**src/vgsg_pkg.sv**
```systemverilog
// Shared types and constants for the voxel grid splat and gather block.
package vgsg_pkg;

    localparam int POS_W = 14;
    localparam int VEL_W = 16;
    localparam int W_W   = 17;               // Q0.16 weight, 1.0 included
    localparam int LO_W  = 8;                // lower corner index, largest grid
    localparam int DEN_W = 32;
    localparam int SUM_W = 48;
    localparam int ACC_W = 40;
    localparam int CELL_W = DEN_W + 3 * SUM_W;
    localparam int AVG_W = 16;
    localparam int GRAD_W = 32;
    localparam int T_W = 33;                 // gradient term width

    typedef enum logic [1:0] {
        ACT_CLEAR  = 2'd0,
        ACT_SPLAT  = 2'd1,
        ACT_GATHER = 2'd2,
        ACT_NONE   = 2'd3
    } action_t;

    typedef enum logic [1:0] {
        CMD_CLEAR,
        CMD_SPLAT,
        CMD_GATHER,
        CMD_SKIP
    } cmd_kind_t;

    typedef struct packed {
        cmd_kind_t                kind;
        logic                     status;
        logic [LO_W-1:0]          lo_x;
        logic [LO_W-1:0]          lo_y;
        logic [LO_W-1:0]          lo_z;
        logic [W_W-1:0]           wl_x;
        logic [W_W-1:0]           wh_x;
        logic [W_W-1:0]           wl_y;
        logic [W_W-1:0]           wh_y;
        logic [W_W-1:0]           wl_z;
        logic [W_W-1:0]           wh_z;
        logic signed [VEL_W-1:0]  vel_x;
        logic signed [VEL_W-1:0]  vel_y;
        logic signed [VEL_W-1:0]  vel_z;
    } cmd_t;

    typedef enum logic [3:0] {
        B_CLEAR,
        B_IDLE,
        B_RD,
        B_WGT,
        B_SPL,
        B_WR,
        B_GT,
        B_GACC,
        B_DIV,
        B_QMUL,
        B_QACC,
        B_DONE
    } back_state_t;

endpackage

```
**src/vgsg_front.sv**
```systemverilog
// Front end: decodes an item into corner indices, weights and a command kind.
module vgsg_front #(
    parameter int GRID_SIZE = 64,
    parameter int FRAC_BITS = 8
) (
    input  logic                                  s_tvalid,
    output logic                                  s_tready,
    input  vgsg_pkg::action_t                     action,
    input  logic signed [vgsg_pkg::POS_W-1:0]     pos_x,
    input  logic signed [vgsg_pkg::POS_W-1:0]     pos_y,
    input  logic signed [vgsg_pkg::POS_W-1:0]     pos_z,
    input  logic signed [vgsg_pkg::VEL_W-1:0]     vel_x,
    input  logic signed [vgsg_pkg::VEL_W-1:0]     vel_y,
    input  logic signed [vgsg_pkg::VEL_W-1:0]     vel_z,
    input  logic                                  q_full,
    input  logic                                  init_busy,
    output logic                                  push,
    output vgsg_pkg::cmd_t                        cmd
);
    import vgsg_pkg::*;

    localparam int HALF = GRID_SIZE / 2;
    localparam int WSH  = 16 - FRAC_BITS;
    localparam logic [W_W-1:0] FONE = W_W'(1 << FRAC_BITS);

    function automatic logic signed [15:0] lo_of(input logic signed [POS_W-1:0] p);
        logic signed [POS_W-1:0] b;
        b = p >>> FRAC_BITS;
        lo_of = 16'(b) + 16'(HALF);
    endfunction

    function automatic logic outside(input logic signed [15:0] lo);
        outside = (lo < 16'sd0) || (lo >= 16'(GRID_SIZE - 1));
    endfunction

    function automatic logic [W_W-1:0] w_lo(input logic signed [POS_W-1:0] p);
        w_lo = (FONE - W_W'(p[FRAC_BITS-1:0])) << WSH;
    endfunction

    function automatic logic [W_W-1:0] w_hi(input logic signed [POS_W-1:0] p);
        w_hi = W_W'(p[FRAC_BITS-1:0]) << WSH;
    endfunction

    logic signed [15:0] lo_x, lo_y, lo_z;
    logic               off_grid;

    assign s_tready = !q_full && !init_busy;
    assign push     = s_tvalid && s_tready;

    always_comb begin
        lo_x = lo_of(pos_x);
        lo_y = lo_of(pos_y);
        lo_z = lo_of(pos_z);
        off_grid = outside(lo_x) || outside(lo_y) || outside(lo_z);

        cmd.kind   = CMD_SKIP;
        cmd.status = 1'b0;
        cmd.lo_x   = LO_W'(lo_x);
        cmd.lo_y   = LO_W'(lo_y);
        cmd.lo_z   = LO_W'(lo_z);
        cmd.wl_x   = w_lo(pos_x);
        cmd.wh_x   = w_hi(pos_x);
        cmd.wl_y   = w_lo(pos_y);
        cmd.wh_y   = w_hi(pos_y);
        cmd.wl_z   = w_lo(pos_z);
        cmd.wh_z   = w_hi(pos_z);
        cmd.vel_x  = vel_x;
        cmd.vel_y  = vel_y;
        cmd.vel_z  = vel_z;

        case (action)
            ACT_CLEAR: begin
                cmd.kind = CMD_CLEAR;
            end
            ACT_SPLAT: begin
                cmd.kind   = off_grid ? CMD_SKIP : CMD_SPLAT;
                cmd.status = off_grid;
            end
            ACT_GATHER: begin
                cmd.kind   = off_grid ? CMD_SKIP : CMD_GATHER;
                cmd.status = off_grid;
            end
            default: begin
                cmd.kind = CMD_SKIP;
            end
        endcase
    end

endmodule

```
**config.mk**
```make
export PLATFORM = sky130hd
export DESIGN_NAME = vgsg_front
export DESIGN_NICKNAME = d
export VERILOG_FILES = /design/src/vgsg_pkg.sv /design/src/vgsg_front.sv
export SDC_FILE = /design/constraint.sdc
export NUM_CORES = 1
export LEC_CHECK = 0
export BUFFER_PORTS_ARGS = -buffer_cell sky130_fd_sc_hd__buf_4
export CORE_AREA = 10 10 98 100
export DETAILED_ROUTE_END_ITERATION = 8
export DIE_AREA = 0 0 108 110
export PLACE_DENSITY_LB_ADDON = 0.08
export RECOVER_POWER = 25
export SLEW_MARGIN = 30
export SYNTH_ARGS = -nofsm -noshare
export SYNTH_HDL_FRONTEND = slang
export SYNTH_SLANG_ARGS = --single-unit
```
**constraint.sdc**
```tcl
create_clock -name vclk -period 1.17
set_input_delay 0.0585 -clock vclk [all_inputs]
set_output_delay 0.0585 -clock vclk [all_outputs]
set_load 0.01 [all_outputs]
```
* Word level (Yosys, flattened, before mapping)
Cells that the tools add are included.
** Operators by class
- $add $sub $neg :: 6
- Multipliers :: 0
- Div/mod/pow operators :: 0
- Magnitude comparators :: 6
- Equal/unequal tests :: 2
- Shifts and indexed selects :: 0
- Muxes and demuxes :: 4
- Bitwise logic cells :: 0
- Reduce and logical (&&, ||, !) cells :: 11
** Operators with widths (count)
- $sub A9 B8 Y9 const A :: 3
- $add A6 B7 Y8 const B :: 3
- $ge A8 B7 Y1 const B :: 3
- $lt A8 B1 Y1 const B :: 3
- $pmux W2 S3 :: 1
- $logic_or A1 B1 Y1 :: 5
- $eq A2 B1 Y1 const B :: 1
- $eq A2 B2 Y1 const B :: 1
- $logic_and A1 B1 Y1 :: 2
- $logic_not A1 Y1 :: 2
- $logic_not A2 Y1 :: 1
- $mux W1 :: 2
- $mux W2 :: 1
- $reduce_or A2 Y1 :: 1
** Storage, ports and cells
- Register bits after elaboration :: 0
- Latch bits :: 0
- Bits in writable memories :: 0
- Bits in read-only memories :: 0
- Output and inout port bits :: 179
- Memories :: 0

* Longest topological paths before layout
- Depth in word-level cells :: 7
- Mapped depth :: 5

* Least setup slack after synthesis
Ideal clock, no wire load.
- Path kind :: input port to output port
- Start point :: input port pos_x[4] (netlist bit)
- End point :: output port cmd[149] (netlist bit)
- Arrival :: 905 ps
- Setup slack :: 206 ps
- Cell stages on the path :: 4
- Cell sequence :: or3_1 nor2_1 nand2_1 nor3_1
** RTL lines
- from (decl) :: line vgsg_front.sv:9 : input logic signed [vgsg_pkg::POS_W-1:0] pos_x,
- to (decl) :: line vgsg_front.sv:18 : output vgsg_pkg::cmd_t cmd

==> flow_metrics.py <==
metrics = {
    "global_routing": {
        "grt_max_degree": 7,
        "grt_use_total_pct": 7.84,
        "grt_pass1_vias": 1411,
        "grt_antenna_before_repair": 0,
        "grt_pass1_wl_mm": 7.86,
        "globalRouteOverflowTotal": 0,
    },
    "floorplanning": {
        "die_w_um": 108,
        "io_pins": 274,
        "die_h_um": 110,
        "initial_utilization_pct": 20.9,
        "row_count": 32,
        "fp.dieArea_um2": 11900,
        "core_um2": 7650,
    },
    "clock_network": {
        "ctsHoldBuffers": 0,
        "cts_setup_buffers": 0,
    },
    "timing": {
        "timing.setup.tns_ps": -1.12,
        "fin_crit_sh_pct": 100,
        "rsz0062_at_grt": "yes",
        "finalHoldViolCount": 0,
        "maxSlewViolCount": 0,
        "setup_violations": 1,
        "post-route-min-period_ps": 1170,
        "timing.fmax_mhz": 854,
        "holdWs_ps": 117,
        "fin_ws_ps": -1.12,
    },
    "routing": {
        "firstDrtPassIters": 3,
        "wire_per_inst_um": 15.1,
        "drc": 0,
        "postRouteAntennaNets": 0,
        "vias": 1247,
        "drt-total-wl_mm": 5.59,
        "drt_iter0_drc": 13,
        "viasPerCell": 3.37,
    },
    "layout": {
        "clock_buffers": 0,
        "nets": 371,
        "seq_cells": 0,
        "fin_util_pct": 25.0,
        "diodes": 0,
        "drive_above_1_share_pct": 53.7,
        "stdcell_area_um2": 1910,
        "regArea_um2": 0,
        "synthToLayoutAreaGrowth_pct": 19.5,
        "fill_cells": 889,
        "multi_input_area_um2": 697,
    },
    "setup_path": {
        "worstPathCellList": "buf_4, nand4_1, nor3b_1, or3_4, a211o_1, buf_6",
        "path_buf_inv": 2,
        "cp_slowest_cell": "or3_4",
        "slowest_delay_ps": 390,
        "endpoint_kind": "primary output",
        "crit_required_ps": 1110,
        "worst-endpoint-arrival_ps": 1110,
        "critical_path_class": "in -> out",
        "path_delay_family": "simple AND/OR/NAND/NOR gates",
        "critPathLaunchType": "primary input",
        "critPathMaxFanout": 3,
    },
    "power": {
        "power.leakage_nw": 1.06,
        "ir_drop_v": 0.000114,
        "power.density_nw_per_um2": 386,
    },
    "logic_synthesis": {
        "yosys.area.top_type_share_pct": 69.0,
        "avgSynthCellArea_um2": 7.18,
        "synthCells": 223,
        "yosysUniqueCellTypes": 19,
        "seq_area_frac_synth_pct": 0,
        "synth_top_cell_by_area": "buf_4",
        "synthTopCellsByArea": "buf_4 (69%), xnor2_1 (6.0%), ha_1 (4.7%)",
        "yosysMostFrequentCell": "buf_4",
        "synth_commonest_cells": "buf_4 (147), inv_1 (12), xnor2_1 (11)",
        "yosysWarnings": 0,
        "syn_area_um2": 1600,
    },
    "outcome": {
        "outcome": "complete, but fails checks",
        "violations": "setup timing",
    },
    "job": {
        "cap_violations": 0,
    },
    "placed_design": {
        "placed_area_um2": 1860,
        "dp_hpwl_mm": 5.34,
        "port-buffer-count": 121,
        "pre_cts_ws_ps": -75.8,
        "place_congestion": 0.686,
    },
    "worst_hold_path": {
        "hold_path_class": "in -> out",
    },
}
-- layer usage --
metal / global-route usage [%] / routed length (um) / vias up
met5: 0 / 0 / -
met4: 0.668 / 38 / 0
met3: 6.21 / 1180 / 6
met2: 15.0 / 2850 / 139
met1: 6.36 / 1530 / 522
li1: - / - / 580
-- through the flow --
| stage | instances | total power (W) |
|---|---|---|
| after floorplan | 279 | 0.000674 |
| after global placement | 370 | 0.000733 |
| after detailed placement | 370 | 0.000725 |
| after CTS | 370 | 0.000738 |
| after global routing | 370 | 0.000813 |
| final | 370 | 0.000739 |
-- cell usage in the layout, fill, tap and decap left out --
cell,count
xor2_1,7
nor3_1,6
nand3b_1,1
conb_1,57
nor3b_1,3
inv_1,12
nand3_1,1
and2_1,1
nor2_1,6
nor2_4,1
or3_4,2
ha_1,6
nand2_1,5
a211o_1,2
nand2_2,1
nor3_2,3
nor2b_1,1
nand4_1,3
xnor2_1,11
nor3b_2,1
buf_4,130
nor4_1,2
buf_6,6
-- power breakdown --
part	total (W)	switching [W]	internal, W
sequential	0	0	0
clock	0	0	0
combinational	0.000739	0.000369	0.000371
total	0.000739	0.000369	0.000371
-- path summary, 6_finish.rpt --
path | startpoint | depth (start not counted) | end | slack [ps]
min | vel_y[3] | 0 | cmd[19] | 120
max | pos_x[11] | 6 | cmd[176] | -1
-- logic make-up after synthesis --
family          after synthesis  share of synthesized area, %
buf+inv                     159                          71.8
other cells                   1                         0.234
compound gates                2                          1.09
xor+xnor                     18                          9.85
simple gates                 37                          12.4
fa+ha+maj                     6                          4.69
-- area by class of cell --
cell class                 instances  share of cell area (%)
multi-input combinational        120                    36.4
tap                              102                    6.67
inverter                          12                    2.35
timing repair buffer             136                    54.5
-- repair_timing --
action | in CTS | in global routing
setup endpoints to repair | 4 | 6
gates resized for setup | 8 | 6
pin swaps | 5 | 3
(Power assumes the default switching activity.)
