===== config.mk =====
export PLATFORM = sky130hd
export DESIGN_NAME = vgsg_fifo
export DESIGN_NICKNAME = d
export VERILOG_FILES = /design/src/vgsg_pkg.sv /design/src/vgsg_fifo.sv
export SDC_FILE = /design/constraint.sdc
export NUM_CORES = 1
export LEC_CHECK = 0
export BUFFER_PORTS_ARGS = -buffer_cell sky130_fd_sc_hd__clkbuf_2
export CORE_ASPECT_RATIO = 1.25
export CORE_UTILIZATION = 54
export CTS_BUF_LIST = sky130_fd_sc_hd__clkbuf_8
export CTS_CLUSTER_DIAMETER = 120
export CTS_CLUSTER_SIZE = 24
export DETAILED_ROUTE_END_ITERATION = 10
export GPL_TIMING_DRIVEN = 1
export HOLD_SLACK_MARGIN = 0.02
export PLACE_DENSITY = 0.82
export SYNTH_ARGS = -nofsm -noshare
export SYNTH_HDL_FRONTEND = slang
export SYNTH_SLANG_ARGS = --single-unit

===== constraint.sdc =====
create_clock -name aclk -period 11.6 [get_ports aclk]
set_input_delay 2.32 -clock aclk [delete_from_list [all_inputs] [get_ports aclk]]
set_output_delay 2.32 -clock aclk [all_outputs]
set_load 0.005 [all_outputs]

===== src/vgsg_pkg.sv =====
// Shared types and constants for the voxel grid splat and gather block.
package vgsg_pkg;

    localparam int POS_W = 14;
    localparam int VEL_W = 16;
    localparam int W_W   = 17;               // Q0.16 weight, 1.0 included
    localparam int LO_W  = 8;                // lower corner index, largest grid
    localparam int DEN_W = 32;
    localparam int SUM_W = 48;
    localparam int ACC_W = 40;
    localparam int CELL_W = DEN_W + 3 * SUM_W;
    localparam int AVG_W = 16;
    localparam int GRAD_W = 32;
    localparam int T_W = 33;                 // gradient term width

    typedef enum logic [1:0] {
        ACT_CLEAR  = 2'd0,
        ACT_SPLAT  = 2'd1,
        ACT_GATHER = 2'd2,
        ACT_NONE   = 2'd3
    } action_t;

    typedef enum logic [1:0] {
        CMD_CLEAR,
        CMD_SPLAT,
        CMD_GATHER,
        CMD_SKIP
    } cmd_kind_t;

    typedef struct packed {
        cmd_kind_t                kind;
        logic                     status;
        logic [LO_W-1:0]          lo_x;
        logic [LO_W-1:0]          lo_y;
        logic [LO_W-1:0]          lo_z;
        logic [W_W-1:0]           wl_x;
        logic [W_W-1:0]           wh_x;
        logic [W_W-1:0]           wl_y;
        logic [W_W-1:0]           wh_y;
        logic [W_W-1:0]           wl_z;
        logic [W_W-1:0]           wh_z;
        logic signed [VEL_W-1:0]  vel_x;
        logic signed [VEL_W-1:0]  vel_y;
        logic signed [VEL_W-1:0]  vel_z;
    } cmd_t;

    typedef enum logic [3:0] {
        B_CLEAR,
        B_IDLE,
        B_RD,
        B_WGT,
        B_SPL,
        B_WR,
        B_GT,
        B_GACC,
        B_DIV,
        B_QMUL,
        B_QACC,
        B_DONE
    } back_state_t;

endpackage


===== src/vgsg_fifo.sv =====
// Two-entry command queue between front and back.
module vgsg_fifo (
    input  logic            aclk,
    input  logic            aresetn,
    input  logic            push,
    input  vgsg_pkg::cmd_t  push_cmd,
    output logic            full,
    input  logic            pop,
    output logic            not_empty,
    output vgsg_pkg::cmd_t  head,
    output logic [1:0]      count
);
    import vgsg_pkg::*;

    cmd_t       mem_reg [2];
    logic       wr_ptr_reg, wr_ptr_next;
    logic       rd_ptr_reg, rd_ptr_next;
    logic [1:0] cnt_reg, cnt_next;

    assign full      = (cnt_reg == 2'd2);
    assign not_empty = (cnt_reg != 2'd0);
    assign head      = mem_reg[rd_ptr_reg];
    assign count     = cnt_reg;

    always_comb begin
        wr_ptr_next = push ? !wr_ptr_reg : wr_ptr_reg;
        rd_ptr_next = pop ? !rd_ptr_reg : rd_ptr_reg;
        cnt_next    = cnt_reg + 2'(push) - 2'(pop);
    end

    always_ff @(posedge aclk) begin
        if (!aresetn) begin
            wr_ptr_reg <= 1'b0;
            rd_ptr_reg <= 1'b0;
            cnt_reg    <= 2'd0;
        end else begin
            wr_ptr_reg <= wr_ptr_next;
            rd_ptr_reg <= rd_ptr_next;
            cnt_reg    <= cnt_next;
        end
    end

    always_ff @(posedge aclk) begin
        if (push) begin
            mem_reg[wr_ptr_reg] <= push_cmd;
        end
    end

endmodule


Word level (Yosys, flattened, before mapping)
Memories as Yosys holds them, arrays and structs flattened. A register that Yosys moved wholly into a read port is not among the register bits.
Index checks and enable logic that the tools add are counted.
W data, S select, Z words.

cells by class
  multiplexer cells = 4
  equal/unequal tests = 1
  add/sub/neg operators = 2
  reduce and logical (&&, ||, !) cells = 3

operator list
  cell                  number
  $mux W1               4
  $add A2 B1 Y2         1
  $eq A2 B2 Y1 const B  1
  $logic_not A1 Y1      2
  $reduce_bool A2 Y1    1
  $sub A2 B1 Y2         1

word-level totals
  output and inout bits = 181
  memories kept = 1
  memory bits (writable) = 354
  register bits = 4

memory list
  memory   words  width  rd ports  clocked after Yosys merged registers in  write ports  line             source
  mem_reg  2      177    1         1                                        1            vgsg_fifo.sv:15  cmd_t mem_reg [2];

Depth between registers and ports, before layout
Gate-level depths: netlist of the first run.

  depth in word-level cells = 3
  depth in mapped cells = 6

Worst setup path before layout of the first run
No wires, ideal clock.

  path kind = input -> register
  from = input port push
  to = memory mem_reg[0][0] (netlist bit) (enable)
  path buffers = 0
  data arrival time = 9.992 ns
  setup time = 0.737 ns
  setup slack = 0.871 ns
  cell stages on the path = 1
  cells stage by stage = nor2b_1

on the way
  word-level cells in the longest chain between the ends = 2

ends and longest elaborated chain
  element                        line             source
  start, declared                vgsg_fifo.sv:5   input logic push,
  $mux W1                        vgsg_fifo.sv:44  if (push) begin
  $mux W1 (not written as such)  vgsg_fifo.sv:45  mem_reg[wr_ptr_reg] <= push_cmd;
  end, declared                  vgsg_fifo.sv:15

No other way between the ends.

==> results of run 1 <==
-- logic make-up after synthesis --
| kind of cell | count (synthesis) |
|---|---|
| compound gates | 1 |
| xor+xnor | 2 |
| fa+ha+maj | 2 |
| buf+inv | 22 |
| flops | 359 |
| mux | 177 |
| simple gates | 9 |
-- power breakdown --
part	total [mW]	internal, mW	leakage (nW)	switching (mW)
combinational	0.293	0.166	2.75	0.127
sequential	1.53	1.50	3.36	0.0275
clock	0.495	0.153	0.179	0.342
-- layout make-up --
| cell class | count | area (um2) |
|---|---|---|
| Antenna cell | 4 | 10.0 |
| Clock buffer | 19 | 262 |
| Clock inverter | 8 | 30.0 |
| Fill cell | 1708 | 8660 |
| Inverter | 2 | 7.51 |
| Multi-Input combinational cell | 191 | 2610 |
| Sequential cell | 359 | 10700 |
| Tap cell | 330 | 413 |
| Timing Repair Buffer | 366 | 1860 |
-- worst max-delay path, delay by kind of cell (launching register included) --
family	cells	cell delay, ns
flip-flops	1	1.06
buffers and inverters	2	1.07
multiplexers	1	0.42
-- synth_stat cells --
library cell / instances
sky130_fd_sc_hd__and2_1: 4
sky130_fd_sc_hd__xnor3_1: 1
sky130_fd_sc_hd__nor2b_1: 4
sky130_fd_sc_hd__inv_1: 2
sky130_fd_sc_hd__buf_6: 16
sky130_fd_sc_hd__o21a_1: 1
sky130_fd_sc_hd__buf_2: 4
sky130_fd_sc_hd__dfxtp_1: 5
sky130_fd_sc_hd__or2_2: 1
sky130_fd_sc_hd__mux2_4: 130
sky130_fd_sc_hd__ha_1: 2
sky130_fd_sc_hd__mux2_2: 47
sky130_fd_sc_hd__xor2_1: 1
sky130_fd_sc_hd__edfxtp_1: 354
-- metal layers --
metal	vias up	routed length (um)
li1	2989	-
met2	254	13400
met4	4	711
met5	-	25
met3	43	2120
met1	3203	8380
-- how the worst max path moves through the flow --
stage / slack, ns / to / depth (start not counted) / startpoint
2_1_floorplan: 0.87 / mem_reg[0][0]$_DFFE_PP_ / 1 / push
3_3_place_gp: 6.64 / head[4] / 3 / flip-flop
3_5_place_dp: 6.66 / head[4] / 3 / flip-flop
4_1_cts: 6.01 / head[4] / 3 / flip-flop
5_1_grt: 5.88 / head[4] / 3 / flip-flop
6_report: 6.06 / head[4] / 3 / flip-flop
-- metrics by stage --
stage	instances	util	instance area, um2	hold WS [ns]
6_report	1279	0.648	15900	0.593
5_1_grt	1276	0.647	15900	0.624
4_1_cts	1275	0.647	15900	0.597
3_5_place_dp	1248	0.635	15600	0.572
3_3_place_gp	1248	0.635	15600	0.557
2_1_floorplan	572	-	13500	0.555
==> results.py, run 1 <==
metrics = {
    "placed_design": {
        "post_detail_place_hpwl_um": 17300,
        "routability_driven_placement_congestion_ratio": 0.738,
        "io_buffers": 361,
        "pre_cts_ws_ns": 6.66,
    },
    "timing": {
        "max_clock_skew_ns": 0.00914,
        "setup_ws_ns": 6.06,
        "layout_min_cycle_time_ns": 5.54,
        "timing_max_transition_violations_final": 0,
        "period_share": 0.478,
        "worst_slew_pin_slew_ns": 1.11,
        "achievable-frequency_ghz": 0.180,
        "rsz0062_at_grt": "false",
        "hold_vio_cnt_final": 0,
        "finalSetupViolations": 0,
        "maxSlewHeadroom": 0.262,
        "fin_setup_tns_ns": 0,
    },
    "routing": {
        "drt-pass1-iter-count": 4,
        "routed_wire_length_per_instance_um": 19.3,
        "remaining_drc_errors": 0,
        "routed_wirelength_um": 24700,
        "overall_via_count_from_detail_route": 6493,
        "dr.first_iter.drc_count": 368,
        "vias_per_cell": 5.08,
        "route.antenna.remaining_nets": 0,
    },
    "floorplanning": {
        "die_width_um": 144,
        "top_level_ports": 362,
        "starting_density": 0.551,
        "full_die_area_um2": 25700,
        "core_area_um2": 24600,
        "fp-row-count": 64,
        "height_of_the_chip_um": 179,
    },
    "run_status": {
        "outcome": "finished clean",
    },
    "clock_network": {
        "tritoncts": "done",
        "tritoncts_num_sinks": 359,
        "insertion_delay_ns": 0.55,
        "cts.path.max_buffers": 3,
        "cts.htree.levels": 1,
        "ctsRootBufferMaster": "sky130_fd_sc_hd__clkbuf_8",
        "hold_bufs_inserted_after_cts": 0,
        "cts-resized-gates": 0,
        "worst_setup_hold_path_clk_slew_ns": 0.13,
        "cts_post_setup_buffers_inserted": 0,
        "numCtsBuffers": 18,
    },
    "yosys": {
        "synth-xor-area-share": 0.00231,
        "yosys.area.top_type_share": 0.785,
        "synthesis.nets": 755,
        "synthDominantAreaCellType": "sky130_fd_sc_hd__edfxtp_1",
        "yosysWarningCount": 0,
        "post_synth_main_area_contributors": "sky130_fd_sc_hd__edfxtp_1 79%, sky130_fd_sc_hd__mux2_4 14%, sky130_fd_sc_hd__mux2_2 3.9%",
        "synth_area_per_cell_um2": 23.7,
        "synth_seq_area_share": 0.793,
        "synth.lib_cells_used.distinct": 14,
        "synthesis.area_um2": 13500,
        "number_of_register_bits_inferred_by_synthesis": 359,
        "synth.mux.area_fraction": 0.183,
        "post_synth_and_or_nand_nor_area_fraction": 0.00416,
        "synthAdderAreaFrac": 0.00185,
        "synthesis.instances": 572,
        "synth_compound_gate_area_share": 0.000554,
        "synth_top_family_by_area": "multiplexers",
    },
    "cells_and_area": {
        "layout-drive-gt1-share": 0.599,
        "largest_register_ffs": 354,
        "finalNetCount": 1121,
        "syn2layout_area_growth_pct": 17.6,
        "layout.cells.most_common": "sky130_fd_sc_hd__clkbuf_2",
        "most-common-layout-cells": "361 x sky130_fd_sc_hd__clkbuf_2, 354 x sky130_fd_sc_hd__edfxtp_1, 130 x sky130_fd_sc_hd__mux2_4",
    },
    "worst_setup_path": {
        "path_depth_of_the_worst_reg2reg_path": 2,
        "largest_stage_delay_worst_path_ns": 1.06,
        "timing.rr.start": "wr_ptr_reg$_SDFFE_PN0P_",
        "worstPathMaxFanout": 67,
        "critPathRequiredTime_ns": 9.28,
        "crit_path_start_kind": "flip-flop",
        "crit_chain": "buf_4 -> mux2_2 -> clkbuf_2",
        "worstSetupPathType": "reg2out",
        "worstPathArrival_ns": 3.22,
        "rrSetupSlack_ns": 9.26,
        "critical_path.slowest_cell": "sky130_fd_sc_hd__dfxtp_4",
        "worstSetupEndpointType": "primary output",
        "r2r_end": "mem_reg[1][100]$_DFFE_PP_",
    },
    "worst_hold_path": {
        "hold_start": "rd_ptr_reg$_SDFFE_PN0P_",
        "holdPathStages": 2,
        "timing.hold.worst.class": "reg2reg",
    },
    "global_route": {
        "grtUsageMet3": 0.0553,
        "grt_met2_use": 0.345,
        "gr-usage-all-layers": 0.183,
        "globalRouteOverflowTotal": 0,
        "antenna_found_initial": 5,
        "global_route.peak_usage_layer": "met2",
        "grt_start_max_net_pins": 154,
        "global_route_wire_length_before_repair_um": 35000,
        "via_count_of_the_first_global_routing_pass": 6535,
        "met1_usage": 0.190,
    },
    "power_and_ir_drop": {
        "vdd_drop_max_v": 0.000137,
        "pwr_density_cell_nw_per_um2": 145,
        "p_total_mw": 2.31,
        "cellLeakagePower_nw": 6.30,
    },
    "run": {
        "max_cap_viol_count": 0,
    },
}
Power figures use the tool's default switching activity.
==> run 2, diff against run 1 <==
ABC_AREA = 1   (was not set)
clock period = 5.8 ns   (was 11.6 ns; I/O delays follow)
==> results.py, run 2 <==
metrics = {
    "floorplanning": {
        "starting_density": 0.551,
        "height_of_the_chip_um": 179,
        "full_die_area_um2": 25700,
        "top_level_ports": 362,
        "fp-row-count": 64,
        "core_area_um2": 24600,
        "die_width_um": 144,
    },
    "power_and_ir_drop": {
        "cellLeakagePower_nw": 6.34,
        "pwr_density_cell_nw_per_um2": 287,
        "p_total_mw": 4.57,
        "vdd_drop_max_v": 0.000262,
    },
    "clock_network": {
        "insertion_delay_ns": 0.56,
        "cts_post_setup_buffers_inserted": 0,
        "tritoncts": "done",
        "ctsRootBufferMaster": "sky130_fd_sc_hd__clkbuf_8",
        "cts-resized-gates": 0,
        "tritoncts_num_sinks": 359,
        "cts.htree.levels": 1,
        "hold_bufs_inserted_after_cts": 0,
        "worst_setup_hold_path_clk_slew_ns": 0.13,
        "cts.path.max_buffers": 3,
        "numCtsBuffers": 18,
    },
    "routing": {
        "remaining_drc_errors": 0,
        "routed_wire_length_per_instance_um": 19.4,
        "overall_via_count_from_detail_route": 6537,
        "drt-pass1-iter-count": 4,
        "route.antenna.remaining_nets": 0,
        "dr.first_iter.drc_count": 347,
        "vias_per_cell": 5.07,
        "routed_wirelength_um": 25000,
    },
    "worst_setup_path": {
        "crit_path_start_kind": "flip-flop",
        "r2r_end": "mem_reg[1][45]$_DFFE_PP_",
        "worstPathArrival_ns": 2.51,
        "path_depth_of_the_worst_reg2reg_path": 3,
        "worstPathMaxFanout": 66,
        "worstSetupEndpointType": "primary output",
        "worstSetupPathType": "reg2out",
        "critPathRequiredTime_ns": 4.64,
        "timing.rr.start": "wr_ptr_reg$_SDFFE_PN0P_",
        "rrSetupSlack_ns": 3.68,
    },
    "timing": {
        "achievable-frequency_ghz": 0.273,
        "layout_min_cycle_time_ns": 3.67,
        "timing_max_transition_violations_final": 0,
        "finalSetupViolations": 0,
        "max_clock_skew_ns": 0.00939,
        "worst_slew_pin_slew_ns": 0.851,
        "setup_ws_ns": 2.13,
        "fin_setup_tns_ns": 0,
        "rsz0062_at_grt": "false",
        "maxSlewHeadroom": 0.433,
        "period_share": 0.632,
        "hold_vio_cnt_final": 0,
    },
    "cells_and_area": {
        "syn2layout_area_growth_pct": 17.8,
        "layout-drive-gt1-share": 0.592,
        "fillCellCount": 1683,
        "finalNetCount": 1135,
        "most-common-layout-cells": "361 x sky130_fd_sc_hd__clkbuf_2, 354 x sky130_fd_sc_hd__edfxtp_1, 130 x sky130_fd_sc_hd__mux2_4",
        "largest_register_ffs": 354,
        "layout.cells.most_common": "sky130_fd_sc_hd__clkbuf_2",
    },
    "global_route": {
        "via_count_of_the_first_global_routing_pass": 6761,
        "globalRouteOverflowTotal": 0,
        "global_route_wire_length_before_repair_um": 35300,
        "grt_start_max_net_pins": 133,
        "gr-usage-all-layers": 0.186,
        "antenna_found_initial": 1,
    },
    "yosys": {
        "synthDominantAreaCellType": "sky130_fd_sc_hd__edfxtp_1",
        "synthesis.instances": 584,
        "post_synth_most_frequent_cells": "354 x sky130_fd_sc_hd__edfxtp_1, 130 x sky130_fd_sc_hd__mux2_4, 47 x sky130_fd_sc_hd__mux2_2",
        "synth.lib_cells_used.distinct": 12,
        "synth_area_per_cell_um2": 23.2,
        "synthesis.area_um2": 13500,
        "synth_seq_area_share": 0.793,
        "number_of_register_bits_inferred_by_synthesis": 359,
        "synthesis.nets": 767,
        "edff_count_synth": 354,
        "synth-async-reset-ratio": 0,
        "post_synth_main_area_contributors": "sky130_fd_sc_hd__edfxtp_1 79%, sky130_fd_sc_hd__mux2_4 14%, sky130_fd_sc_hd__mux2_2 3.9%",
        "synthMostInstantiatedCell": "sky130_fd_sc_hd__edfxtp_1",
        "synth-main-ff-cell": "sky130_fd_sc_hd__edfxtp_1",
        "yosysWarningCount": 0,
        "yosys.area.top_type_share": 0.785,
    },
    "placed_design": {
        "routability_driven_placement_congestion_ratio": 0.741,
        "io_buffers": 361,
        "pre_cts_ws_ns": 2.69,
        "post_detail_place_hpwl_um": 17600,
    },
    "run_status": {
        "outcome": "finished clean",
    },
    "worst_hold_path": {
        "timing.hold.worst.class": "reg2reg",
        "hold_start": "rd_ptr_reg$_SDFFE_PN0P_",
        "holdPathStages": 2,
    },
    "run": {
        "max_cap_viol_count": 0,
    },
}
run 2: changes by cell type after synthesis:
| cell | before | now |
|---|---|---|
| sky130_fd_sc_hd__xnor3_1 | 1 | 0 |
| sky130_fd_sc_hd__nor2b_1 | 4 | 0 |
| sky130_fd_sc_hd__a21oi_1 | 0 | 1 |
| sky130_fd_sc_hd__nand3_1 | 0 | 1 |
| sky130_fd_sc_hd__and2_1 | 4 | 0 |
| sky130_fd_sc_hd__or2_2 | 1 | 0 |
| sky130_fd_sc_hd__nand2_1 | 0 | 9 |
| sky130_fd_sc_hd__xor2_1 | 1 | 0 |
| sky130_fd_sc_hd__inv_1 | 2 | 7 |
| sky130_fd_sc_hd__nor2_1 | 0 | 8 |
| sky130_fd_sc_hd__o21a_1 | 1 | 0 |
run 2: layout make-up:
class                      count  area [um2]  area share
sequential                   359       10700       0.673
antenna                        1        2.50    0.000157
multi-input combinational    198        2590       0.162
tap                          330         413      0.0259
inverter                       7        31.3     0.00196
timing repair buffer         368        1900       0.119
clock buffer                  19         262      0.0164
clock inverter                 7        26.3     0.00165
run 2: critical path, stage by stage (launching register included):
cell and delay, ns:
sky130_fd_sc_hd__dfxtp_4 0.94, sky130_fd_sc_hd__buf_12 0.44, sky130_fd_sc_hd__mux2_2 0.40, sky130_fd_sc_hd__clkbuf_2 0.11
run 2: worst max path at each step:
stage	to	depth (start not counted)
floorplan	mem_reg[1][0]$_DFFE_PP_	2
global placement	head[38]	3
detailed placement	head[2]	3
CTS	head[11]	3
global route	head[12]	3
finish	head[40]	3
run 2: routing by layer:
metal / GRT usage / wire (um) / part of all wire / up-vias
li1: - / - / - / 3023
met1: 0.189 / 8620 / 0.34 / 3222
met2: 0.356 / 13800 / 0.55 / 243
met3: 0.0446 / 1750 / 0.070 / 49
met4: 0.0785 / 854 / 0.034 / 0
met5: 0 / 0 / 0 / -
run 2: stage by stage:
step | util | instances | area (um2) | hold slack [ns]
global placement | 0.637 | 1262 | 15700 | 0.479
finish | 0.649 | 1289 | 16000 | 0.521
floorplan | - | 584 | 13500 | 0.463
detailed placement | 0.637 | 1262 | 15700 | 0.490
global route | 0.649 | 1289 | 16000 | 0.574
CTS | 0.649 | 1288 | 16000 | 0.526
run 2: power by group:
group	internal, mW	switching, mW	total [mW]
sequential	3.00	0.0463	3.05
combinational	0.285	0.243	0.528
clock	0.305	0.691	0.996
run 2: cell families after synthesis:
| family | synth area share |
|---|---|
| adders and majority gates | 0.00185 |
| AOI/OAI and AO/OA | 0.000369 |
| muxes | 0.183 |
| DFF | 0.793 |
| and+or+nand+nor | 0.00508 |
| buffers and inverters | 0.0167 |
